### src/design/cte_pkg.sv
// Shared types, codes and constants of the capture tachometer.
// Used by every module of the block but cte_div; depends on nothing.
`default_nettype none

package cte_pkg;

  localparam int unsigned TICK_HZ_DEF = 1000000;

  localparam int unsigned CAP_W    = 16;
  localparam int unsigned OVF_W    = 32;
  localparam int unsigned PPR_W    = 8;
  localparam int unsigned ALPHA_W  = 16;
  localparam int unsigned RATE_W   = 34;
  localparam int unsigned DEN_W    = OVF_W + PPR_W;
  localparam int unsigned CFG_IDX_W  = 1;
  localparam int unsigned CFG_DATA_W = 16;
  localparam int unsigned S_TDATA_W  = 24;
  localparam int unsigned M_TDATA_W  = 72;

  // Ticks per minute in Q.8, per hertz of the capture tick rate.
  localparam longint unsigned NUM_PER_HZ = 64'd15360;

  localparam logic [RATE_W-1:0]  RATE_MAX      = {RATE_W{1'b1}};
  localparam logic [PPR_W-1:0]   PPR_RESET     = 8'd1;
  localparam logic [ALPHA_W-1:0] ALPHA_RESET   = 16'd13107;
  localparam logic [ALPHA_W:0]   ALPHA_ONE     = 17'h10000;

  localparam logic [CFG_IDX_W-1:0] CFG_IDX_PPR   = 1'b0;
  localparam logic [CFG_IDX_W-1:0] CFG_IDX_ALPHA = 1'b1;

  localparam logic ACT_OVERFLOW = 1'b0;
  localparam logic ACT_CAPTURE  = 1'b1;

  typedef enum logic [1:0] {
    KIND_PRIMED   = 2'd0,
    KIND_MEASURED = 2'd1,
    KIND_ZERO     = 2'd2
  } kind_e;

  typedef enum logic [2:0] {
    ST_IDLE,
    ST_CALC,
    ST_DIV_START,
    ST_DIV_WAIT,
    ST_SAT,
    ST_FILT_A,
    ST_FILT_B,
    ST_EMIT
  } state_e;

  typedef struct packed {
    logic ovf_inc;
    logic load_in;
    logic calc;
    logic div_start;
    logic sat;
    logic filt_a;
    logic filt_b;
    logic out_load;
  } cmd_t;

  typedef struct packed {
    logic first;
    logic delta_zero;
    logic div_done;
  } stat_t;

endpackage

`default_nettype wire

### src/design/cte_div.sv
// Iterative restoring divider, one quotient bit per cycle.
// Depends on cte_pkg only through the instantiating datapath's widths.
`default_nettype none

module cte_div #(
  parameter int unsigned NUM_W = 34,
  parameter int unsigned DEN_W = 40
) (
  input  wire logic             clk_i,
  input  wire logic             rst_ni,
  input  wire logic             start_i,
  input  wire logic [NUM_W-1:0] num_i,
  input  wire logic [DEN_W-1:0] den_i,
  output logic      [NUM_W-1:0] quo_o,
  output logic                  done_o
);
  localparam int unsigned CNT_W = $clog2(NUM_W + 1);

  logic [NUM_W-1:0] quo_q, quo_d;
  logic [DEN_W-1:0] rem_q, rem_d;
  logic [DEN_W-1:0] den_q, den_d;
  logic [CNT_W-1:0] cnt_q, cnt_d;
  logic             busy_q, busy_d;
  logic             done_q, done_d;
  logic [DEN_W:0]   trial;
  logic             fits;

  assign trial = {rem_q, quo_q[NUM_W-1]};
  assign fits  = trial >= {1'b0, den_q};

  always_comb begin
    quo_d  = quo_q;
    rem_d  = rem_q;
    den_d  = den_q;
    cnt_d  = cnt_q;
    busy_d = busy_q;
    done_d = 1'b0;
    if (start_i) begin
      quo_d  = num_i;
      rem_d  = '0;
      den_d  = den_i;
      cnt_d  = CNT_W'(NUM_W);
      busy_d = 1'b1;
    end else if (busy_q) begin
      // The remainder stays below the divisor, so the difference fits DEN_W bits.
      rem_d  = fits ? DEN_W'(trial - {1'b0, den_q}) : trial[DEN_W-1:0];
      quo_d  = {quo_q[NUM_W-2:0], fits};
      cnt_d  = cnt_q - CNT_W'(1);
      if (cnt_q == CNT_W'(1)) begin
        busy_d = 1'b0;
        done_d = 1'b1;
      end
    end
  end

  always_ff @(posedge clk_i or negedge rst_ni) begin
    if (!rst_ni) begin
      busy_q <= 1'b0;
      done_q <= 1'b0;
      cnt_q  <= '0;
    end else begin
      busy_q <= busy_d;
      done_q <= done_d;
      cnt_q  <= cnt_d;
    end
  end

  always_ff @(posedge clk_i) begin
    quo_q <= quo_d;
    rem_q <= rem_d;
    den_q <= den_d;
  end

  assign quo_o  = quo_q;
  assign done_o = done_q;

endmodule

`default_nettype wire

### src/design/cte_dp.sv
// Datapath of the tachometer: counters, interval, rate division and filter.
// Depends on cte_pkg and cte_div; driven by commands from cte_ctrl.
`default_nettype none

module cte_dp #(
  parameter int unsigned TICK_HZ = cte_pkg::TICK_HZ_DEF
) (
  input  wire logic                             clk_i,
  input  wire logic                             rst_ni,
  input  wire logic                             cfg_we_i,
  input  wire logic [cte_pkg::CFG_IDX_W-1:0]    cfg_idx_i,
  input  wire logic [cte_pkg::CFG_DATA_W-1:0]   cfg_data_i,
  input  wire logic [cte_pkg::CAP_W-1:0]        cap_i,
  input  wire logic                             late_i,
  input  wire cte_pkg::cmd_t                    cmd_i,
  output cte_pkg::stat_t                        stat_o,
  output cte_pkg::kind_e                        out_kind_o,
  output logic      [cte_pkg::RATE_W-1:0]       out_raw_o,
  output logic      [cte_pkg::RATE_W-1:0]       out_smooth_o
);
  import cte_pkg::*;

  localparam longint unsigned NUM_VAL = 64'(TICK_HZ) * NUM_PER_HZ;
  localparam int unsigned NUM_W = $clog2(NUM_VAL + 1);
  localparam int unsigned EXT_W = (NUM_W > RATE_W) ? NUM_W : RATE_W;
  localparam int unsigned PA_W  = ALPHA_W + RATE_W;
  localparam int unsigned PB_W  = ALPHA_W + 1 + RATE_W;
  localparam int unsigned SUM_W = PB_W + 1;

  logic [PPR_W-1:0]   ppr_q;
  logic [ALPHA_W-1:0] alpha_q;
  logic [OVF_W-1:0]   ovf_q;
  logic [OVF_W-1:0]   prev_q;
  logic               first_q;
  logic [RATE_W-1:0]  smooth_q;
  logic [CAP_W-1:0]   cap_q;
  logic               late_q;
  logic [DEN_W-1:0]   den_q;
  logic [RATE_W-1:0]  raw_q;
  kind_e              kind_q;
  logic [PA_W-1:0]    prod_a_q;
  logic [PB_W-1:0]    prod_b_q;
  kind_e              out_kind_q;
  logic [RATE_W-1:0]  out_raw_q;
  logic [RATE_W-1:0]  out_smooth_q;

  logic [OVF_W-1:0]   ovf_sum;
  logic [OVF_W-1:0]   absolute;
  logic [OVF_W-1:0]   delta;
  logic [PPR_W-1:0]   ppr_eff;
  logic [NUM_W-1:0]   quo;
  logic               div_done;
  logic [EXT_W-1:0]   quo_ext;
  logic [RATE_W-1:0]  rate_sat;
  logic [ALPHA_W:0]   beta;
  logic [SUM_W-1:0]   filt_sum;

  assign ovf_sum  = ovf_q + OVF_W'(late_q);
  assign absolute = {ovf_sum[OVF_W-CAP_W-1:0], cap_q};
  assign delta    = absolute - prev_q;
  assign ppr_eff  = (ppr_q == '0) ? PPR_W'(1) : ppr_q;

  assign quo_ext  = EXT_W'(quo);
  assign rate_sat = (quo_ext > EXT_W'(RATE_MAX)) ? RATE_MAX : quo_ext[RATE_W-1:0];
  assign beta     = ALPHA_ONE - {1'b0, alpha_q};
  assign filt_sum = SUM_W'(prod_a_q) + SUM_W'(prod_b_q);

  cte_div #(
    .NUM_W(NUM_W),
    .DEN_W(DEN_W)
  ) u_div (
    .clk_i  (clk_i),
    .rst_ni (rst_ni),
    .start_i(cmd_i.div_start),
    .num_i  (NUM_W'(NUM_VAL)),
    .den_i  (den_q),
    .quo_o  (quo),
    .done_o (div_done)
  );

  always_ff @(posedge clk_i or negedge rst_ni) begin
    if (!rst_ni) begin
      ppr_q    <= PPR_RESET;
      alpha_q  <= ALPHA_RESET;
      ovf_q    <= '0;
      prev_q   <= '0;
      first_q  <= 1'b1;
      smooth_q <= '0;
    end else begin
      if (cfg_we_i && cfg_idx_i == CFG_IDX_PPR) begin
        ppr_q <= cfg_data_i[PPR_W-1:0];
      end
      if (cfg_we_i && cfg_idx_i == CFG_IDX_ALPHA) begin
        alpha_q <= cfg_data_i[ALPHA_W-1:0];
      end
      if (cmd_i.ovf_inc) begin
        ovf_q <= ovf_q + OVF_W'(1);
      end
      if (cmd_i.calc) begin
        prev_q <= absolute;
        if (first_q) begin
          first_q  <= 1'b0;
          smooth_q <= '0;
        end
      end
      // The sum never exceeds 2^16 times the larger rate, so the shift fits the rate width.
      if (cmd_i.filt_b) begin
        smooth_q <= filt_sum[RATE_W+ALPHA_W-1:ALPHA_W];
      end
    end
  end

  always_ff @(posedge clk_i) begin
    if (cmd_i.load_in) begin
      cap_q  <= cap_i;
      late_q <= late_i;
    end
    if (cmd_i.calc) begin
      den_q <= {{PPR_W{1'b0}}, delta} * {{OVF_W{1'b0}}, ppr_eff};
      raw_q <= '0;
      if (first_q) begin
        kind_q <= KIND_PRIMED;
      end else if (delta == '0) begin
        kind_q <= KIND_ZERO;
      end else begin
        kind_q <= KIND_MEASURED;
      end
    end
    if (cmd_i.sat) begin
      raw_q <= rate_sat;
    end
    if (cmd_i.filt_a) begin
      prod_a_q <= alpha_q * raw_q;
      prod_b_q <= beta * smooth_q;
    end
    if (cmd_i.out_load) begin
      out_kind_q   <= kind_q;
      out_raw_q    <= raw_q;
      out_smooth_q <= smooth_q;
    end
  end

  assign stat_o.first      = first_q;
  assign stat_o.delta_zero = (delta == '0);
  assign stat_o.div_done   = div_done;

  assign out_kind_o   = out_kind_q;
  assign out_raw_o    = out_raw_q;
  assign out_smooth_o = out_smooth_q;

endmodule

`default_nettype wire

### src/design/cte_ctrl.sv
// Controller of the tachometer: sequences one event through the datapath
// and owns the stream handshakes. Depends on cte_pkg.
`default_nettype none

module cte_ctrl (
  input  wire logic           clk_i,
  input  wire logic           rst_ni,
  input  wire logic           in_valid_i,
  input  wire logic           in_action_i,
  output logic                in_ready_o,
  output logic                out_valid_o,
  input  wire logic           out_ready_i,
  input  wire cte_pkg::stat_t stat_i,
  output cte_pkg::cmd_t       cmd_o
);
  import cte_pkg::*;

  state_e state_q, state_d;
  logic   out_valid_q, out_valid_d;
  logic   in_fire;
  logic   out_free;

  assign in_fire  = in_valid_i && (state_q == ST_IDLE);
  assign out_free = !out_valid_q || out_ready_i;

  always_comb begin
    state_d = state_q;
    case (state_q)
      ST_IDLE: begin
        if (in_fire && in_action_i == ACT_CAPTURE) begin
          state_d = ST_CALC;
        end
      end
      ST_CALC: begin
        if (stat_i.first || stat_i.delta_zero) begin
          state_d = ST_EMIT;
        end else begin
          state_d = ST_DIV_START;
        end
      end
      ST_DIV_START: state_d = ST_DIV_WAIT;
      ST_DIV_WAIT: begin
        if (stat_i.div_done) begin
          state_d = ST_SAT;
        end
      end
      ST_SAT:    state_d = ST_FILT_A;
      ST_FILT_A: state_d = ST_FILT_B;
      ST_FILT_B: state_d = ST_EMIT;
      ST_EMIT: begin
        if (out_free) begin
          state_d = ST_IDLE;
        end
      end
      default: state_d = ST_IDLE;
    endcase
  end

  always_comb begin
    cmd_o       = '0;
    in_ready_o  = 1'b0;
    out_valid_d = out_valid_q && !out_ready_i;
    case (state_q)
      ST_IDLE: begin
        in_ready_o    = 1'b1;
        cmd_o.load_in = in_fire;
        cmd_o.ovf_inc = in_fire && (in_action_i == ACT_OVERFLOW);
      end
      ST_CALC:      cmd_o.calc      = 1'b1;
      ST_DIV_START: cmd_o.div_start = 1'b1;
      ST_DIV_WAIT:  cmd_o           = '0;
      ST_SAT:       cmd_o.sat       = 1'b1;
      ST_FILT_A:    cmd_o.filt_a    = 1'b1;
      ST_FILT_B:    cmd_o.filt_b    = 1'b1;
      ST_EMIT: begin
        cmd_o.out_load = out_free;
        if (out_free) begin
          out_valid_d = 1'b1;
        end
      end
      default: cmd_o = '0;
    endcase
  end

  always_ff @(posedge clk_i or negedge rst_ni) begin
    if (!rst_ni) begin
      state_q     <= ST_IDLE;
      out_valid_q <= 1'b0;
    end else begin
      state_q     <= state_d;
      out_valid_q <= out_valid_d;
    end
  end

  assign out_valid_o = out_valid_q;

endmodule

`default_nettype wire

### src/design/capture_tachometer_ema.sv
// Capture tachometer with exponential rate filter.
// Input stream: one transaction per timer event. tuser is the action (overflow or
// capture); tdata carries the captured count and the late-overflow flag.
// Output stream: one transaction per capture event, none per overflow. tuser is
// the status; tdata carries the instantaneous and the smoothed rate, both Q26.8.
// Configuration: write pulses_per_rev (index 0) and filter_alpha (index 1) while idle.
// An overflow transaction is absorbed in the idle state. A first capture or a zero
// interval goes from the calculation state straight to emit. A measured capture
// runs the bit-serial divider, which produces one quotient bit per cycle, and then
// passes through ST_SAT, ST_FILT_A and ST_FILT_B; the quotient has NUM_W bits, the width of
// TICK_HZ * 15360. Input is taken only while no capture is in flight.
// The result sits in an output register, so the next transaction is accepted
// while it waits; a stalled receiver holds the register and, once a second
// result is ready, the block waits before taking more input.
// Reset sets both registers to their defaults, clears the counters and the filter,
// and marks the next capture as the first one.
`default_nettype none

module capture_tachometer_ema #(
  parameter int unsigned TICK_HZ = cte_pkg::TICK_HZ_DEF
) (
  input  wire logic                             clk_i,
  input  wire logic                             rst_ni,
  input  wire logic                             cfg_we_i,
  input  wire logic [cte_pkg::CFG_IDX_W-1:0]    cfg_idx_i,
  input  wire logic [cte_pkg::CFG_DATA_W-1:0]   cfg_data_i,
  input  wire logic                             s_axis_tvalid,
  output logic                                  s_axis_tready,
  // [15:0] capture_count, [16] late_overflow, [23:17] zero
  input  wire logic [cte_pkg::S_TDATA_W-1:0]    s_axis_tdata,
  // [0] action
  input  wire logic                             s_axis_tuser,
  output logic                                  m_axis_tvalid,
  input  wire logic                             m_axis_tready,
  // [33:0] rpm_raw, [67:34] rpm_smoothed, [71:68] zero
  output logic      [cte_pkg::M_TDATA_W-1:0]    m_axis_tdata,
  // [1:0] status
  output logic      [1:0]                       m_axis_tuser
);
  import cte_pkg::*;

  cmd_t              cmd;
  stat_t             stat;
  kind_e             out_kind;
  logic [RATE_W-1:0] out_raw;
  logic [RATE_W-1:0] out_smooth;

  cte_ctrl u_ctrl (
    .clk_i      (clk_i),
    .rst_ni     (rst_ni),
    .in_valid_i (s_axis_tvalid),
    .in_action_i(s_axis_tuser),
    .in_ready_o (s_axis_tready),
    .out_valid_o(m_axis_tvalid),
    .out_ready_i(m_axis_tready),
    .stat_i     (stat),
    .cmd_o      (cmd)
  );

  cte_dp #(
    .TICK_HZ(TICK_HZ)
  ) u_dp (
    .clk_i       (clk_i),
    .rst_ni      (rst_ni),
    .cfg_we_i    (cfg_we_i),
    .cfg_idx_i   (cfg_idx_i),
    .cfg_data_i  (cfg_data_i),
    .cap_i       (s_axis_tdata[CAP_W-1:0]),
    .late_i      (s_axis_tdata[CAP_W]),
    .cmd_i       (cmd),
    .stat_o      (stat),
    .out_kind_o  (out_kind),
    .out_raw_o   (out_raw),
    .out_smooth_o(out_smooth)
  );

  assign m_axis_tdata = {{(M_TDATA_W - 2 * RATE_W){1'b0}}, out_smooth, out_raw};
  assign m_axis_tuser = out_kind;

endmodule

`default_nettype wire

### config.mk
export PLATFORM = sky130hd
export DESIGN_NAME = capture_tachometer_ema
export DESIGN_NICKNAME = d
export VERILOG_FILES = /design/src/design/cte_pkg.sv /design/src/design/cte_div.sv /design/src/design/cte_dp.sv /design/src/design/cte_ctrl.sv /design/src/design/capture_tachometer_ema.sv
export SDC_FILE = /design/constraint.sdc
export NUM_CORES = 2
export LEC_CHECK = 0
export ABC_AREA = 0
export BUFFER_PORTS_ARGS = -buffer_cell sky130_fd_sc_hd__buf_2
export CAP_MARGIN = 20
export CORE_MARGIN = 3
export CORE_UTILIZATION = 36
export CTS_CLUSTER_SIZE = 12
export DETAILED_ROUTE_END_ITERATION = 7
export PLACE_DENSITY = 0.61
export SYNTH_ARGS = -nofsm -noshare
export SYNTH_HDL_FRONTEND = slang
export SYNTH_SLANG_ARGS = --single-unit
export TNS_END_PERCENT = 5
### constraint.sdc
create_clock -name clk_i -period 10.7 [get_ports clk_i]
set_input_delay 1.07 -clock clk_i [delete_from_list [all_inputs] [get_ports clk_i]]
set_output_delay 1.07 -clock clk_i [all_outputs]
set_load 0.03 [all_outputs]
==> metrics <==
outcome complete, no violations; vias in the first global route 52500; CTS buffer count 68; most used cell along the critical path fa_1; Final Slew Violations 0; initial antenna violation count 2; WL final 179000 um; worst path bufs/invs 4; number of max-cap violations 0; Clk Latency, worst-skew pair 0.67 ns; Setup TNS Final 0 ns; setup repair bufs after CTS 0; flops & latches, synth 496; cell family with most CP delay adder cells; HPWL after detailed placement 136000 um; Placer Congestion 0.913; hold-fix buffers at CTS 0; Max clock buf depth 3; CP max FO 9; Async SR Flop Fraction 24.0%; via count slightly below 50000; die height around 440 um; top post-synthesis cells by area fa_1 (33%), edfxtp_1 (14%), ha_1 (8.0%); Cell Rows 157; Setup violations, final 0; ys flop type edfxtp_1; Worst Setup End Kind flop; critical path class reg2reg; detailed router's first-iteration violation count just under 3000; post-route ant nets 0; highest-delay cell along the critical path nor3b_1; chip width 437 um; drc violations 0; CTS tree built; Post-Layout Cell Count 9641; Synth warnings 0; CP peak stage delay roughly 0.76 ns; worst slew pin tran between 1 and 1.5 ns; P&R area growth vs syn 8.29%; CTS Sinks slightly below 500; Die Footprint 191000 um^2; vias per inst 5.09; placed insts 9514; fin crit period 9.92 ns; Yosys top cell by area fa_1; critical path data arrival time 10.30 ns; number of port buffers 111; RSZ-0062 raised after global routing no; Worst-path clk slew 0.06 ns; Mapped Cells 7178; synthesized area per cell 9.30 um^2; H-tree depth 3; first-pass GRT wire length 290000 um; worst path required time 11.08 ns; grt ovf 0; Hold Path Class reg2reg; starting density of the core 36.3%; DR pass1 iterations 7; final hold violation count 0; gr usage total a little under a fifth; final core area utilization 39.4%; Post-synth EDFFs 303; IO Pins 123; mapped cell area 66800 um^2; Worst Setup Start Kind flop; slew margin rel. 23.8%; fraction of layout cells with a size suffix above 1 roughly 5.9%; Max Fclk 101 MHz; count of cell types in the netlist approximately 110; clk_skew 0.0349 ns; Fin Hold WS between 0.4 and 0.5 ns; drt wl/cell ~19 um; pin count of the biggest net entering global routing 84; top cell type's share of synthesized area 33.2%; CTS resizes 0; final period utilization 92.7%; fin nets approximately 8700; Seq/Total Area, Yosys 20.3%; CTS root buffer clkbuf_16; core area 184000 um^2
-- worst paths after layout --
check	to	from	depth (start not counted)	slack, ns
worst max register to register	u_dp.prod_b_q[46]	u_dp.alpha_q[2]	29	0.78
worst min register to register	u_dp.u_div.den_q[20]	u_dp.den_q[20]	0	0.41
max in group asynchronous	u_dp.u_div.busy_q	rst_ni	2	8.84
worst min-delay path	u_dp.u_div.den_q[20]	u_dp.den_q[20]	0	0.41
min in group asynchronous	u_dp.prev_q[17]	rst_ni	1	0.44
worst max-delay path	u_dp.prod_b_q[46]	u_dp.alpha_q[2]	29	0.78
-- synthesized netlist by cell type, types with 40 or more instances --
library cell,n
nor2_1,228
dfxtp_1,74
inv_1,1341
nand3_1,72
and2_1,455
a21o_1,139
nand2_1,1159
ha_1,428
nor3_1,52
o21ai_0,191
dfrtp_1,109
clkbuf_1,285
xnor2_1,161
nor2b_1,40
edfxtp_1,303
o21a_1,47
and3_1,80
fa_1,1106
buf_1,42
xor2_1,88
a21oi_1,257
-- cell usage in the layout (no fill, tap or decap), types with 74 or more instances in the layout --
cell type  netlist  layout
dfrtp_1        109     108
nor2_1         228     224
xor2_1          88      83
edfxtp_1       303     303
buf_4            4      98
a21o_1         139     139
fa_1          1106    1106
and3_1          80      80
and2_1         455     455
o21ai_0        191     191
dfxtp_1         74      74
xnor2_1        161     152
ha_1           428     427
inv_1         1341    1341
a21oi_1        257     256
buf_2            9     110
nand2_1       1159    1159
-- cell families after synthesis --
group,synth area share (%)
simple gates,15.8
buf+inv,9.53
fa+ha+maj,41.2
compound gates,8.81
flops,20.3
xor+xnor,3.35
mux,0.993
other cells,0.00562
-- metrics by stage --
stage                     setup slack, ns  instance area, um^2
final                               0.780                72300
after CTS                           0.776                72200
after detailed placement            0.852                70000
after floorplan                      2.20                66800
after global routing                0.250                72300
after global placement              0.972                70000
-- worst reg2reg max path, delay by kind of cell, from the launching register on --
kind | cells | cell delay [ns]
xor gates and xnor gates | 2 | 0.39
and+or+nand+nor | 8 | 2.66
buffers and inverters | 4 | 0.22
AOI/OAI and AO/OA | 8 | 2.63
adders and majority gates | 7 | 3.33
DFF | 1 | 0.43
-- layer usage --
metal  vias to the layer above  part of all wire, %  track usage, %
met5                         -                    0               0
met4                         0                  3.7            6.92
met3                       372                  5.5            2.65
met2                      1478                   50            33.9
met1                     24900                   40            23.6
li1                      22300                    -               -
-- state kept, by name (all words and copies together) (netlist names), 2 cells and up --
register	count
u_dp.prod_a_q	50
u_dp.prod_b_q	50
u_dp.den_q	40
u_dp.u_div.den_q	40
u_dp.u_div.rem_q	40
u_dp.out_raw_o	34
u_dp.out_smooth_o	34
u_dp.raw_q	34
u_dp.smooth_q	34
u_dp.u_div.quo_o	34
u_dp.prev_q	32
u_dp.alpha_q	16
u_dp.cap_q	16
u_dp.ovf_q	16
u_dp.ppr_q	8
u_dp.u_div.cnt_q	6
u_ctrl.state_q	3
u_dp.kind_q	2
u_dp.out_kind_o	2
-- layout make-up --
cell class	count	area (um^2)
fill	18300	111000
multi-input combinational	5001	47000
sequential	496	13600
inverter	1342	5040
tap	2464	3080
clock buffer	93	1900
timing repair buffer	213	1370
clock inverter	31	343
antenna	1	2.50
Power is left out: the tool's default activity adds up to more than one toggle a clock period on the data nets, which glitch-free logic cannot reach.
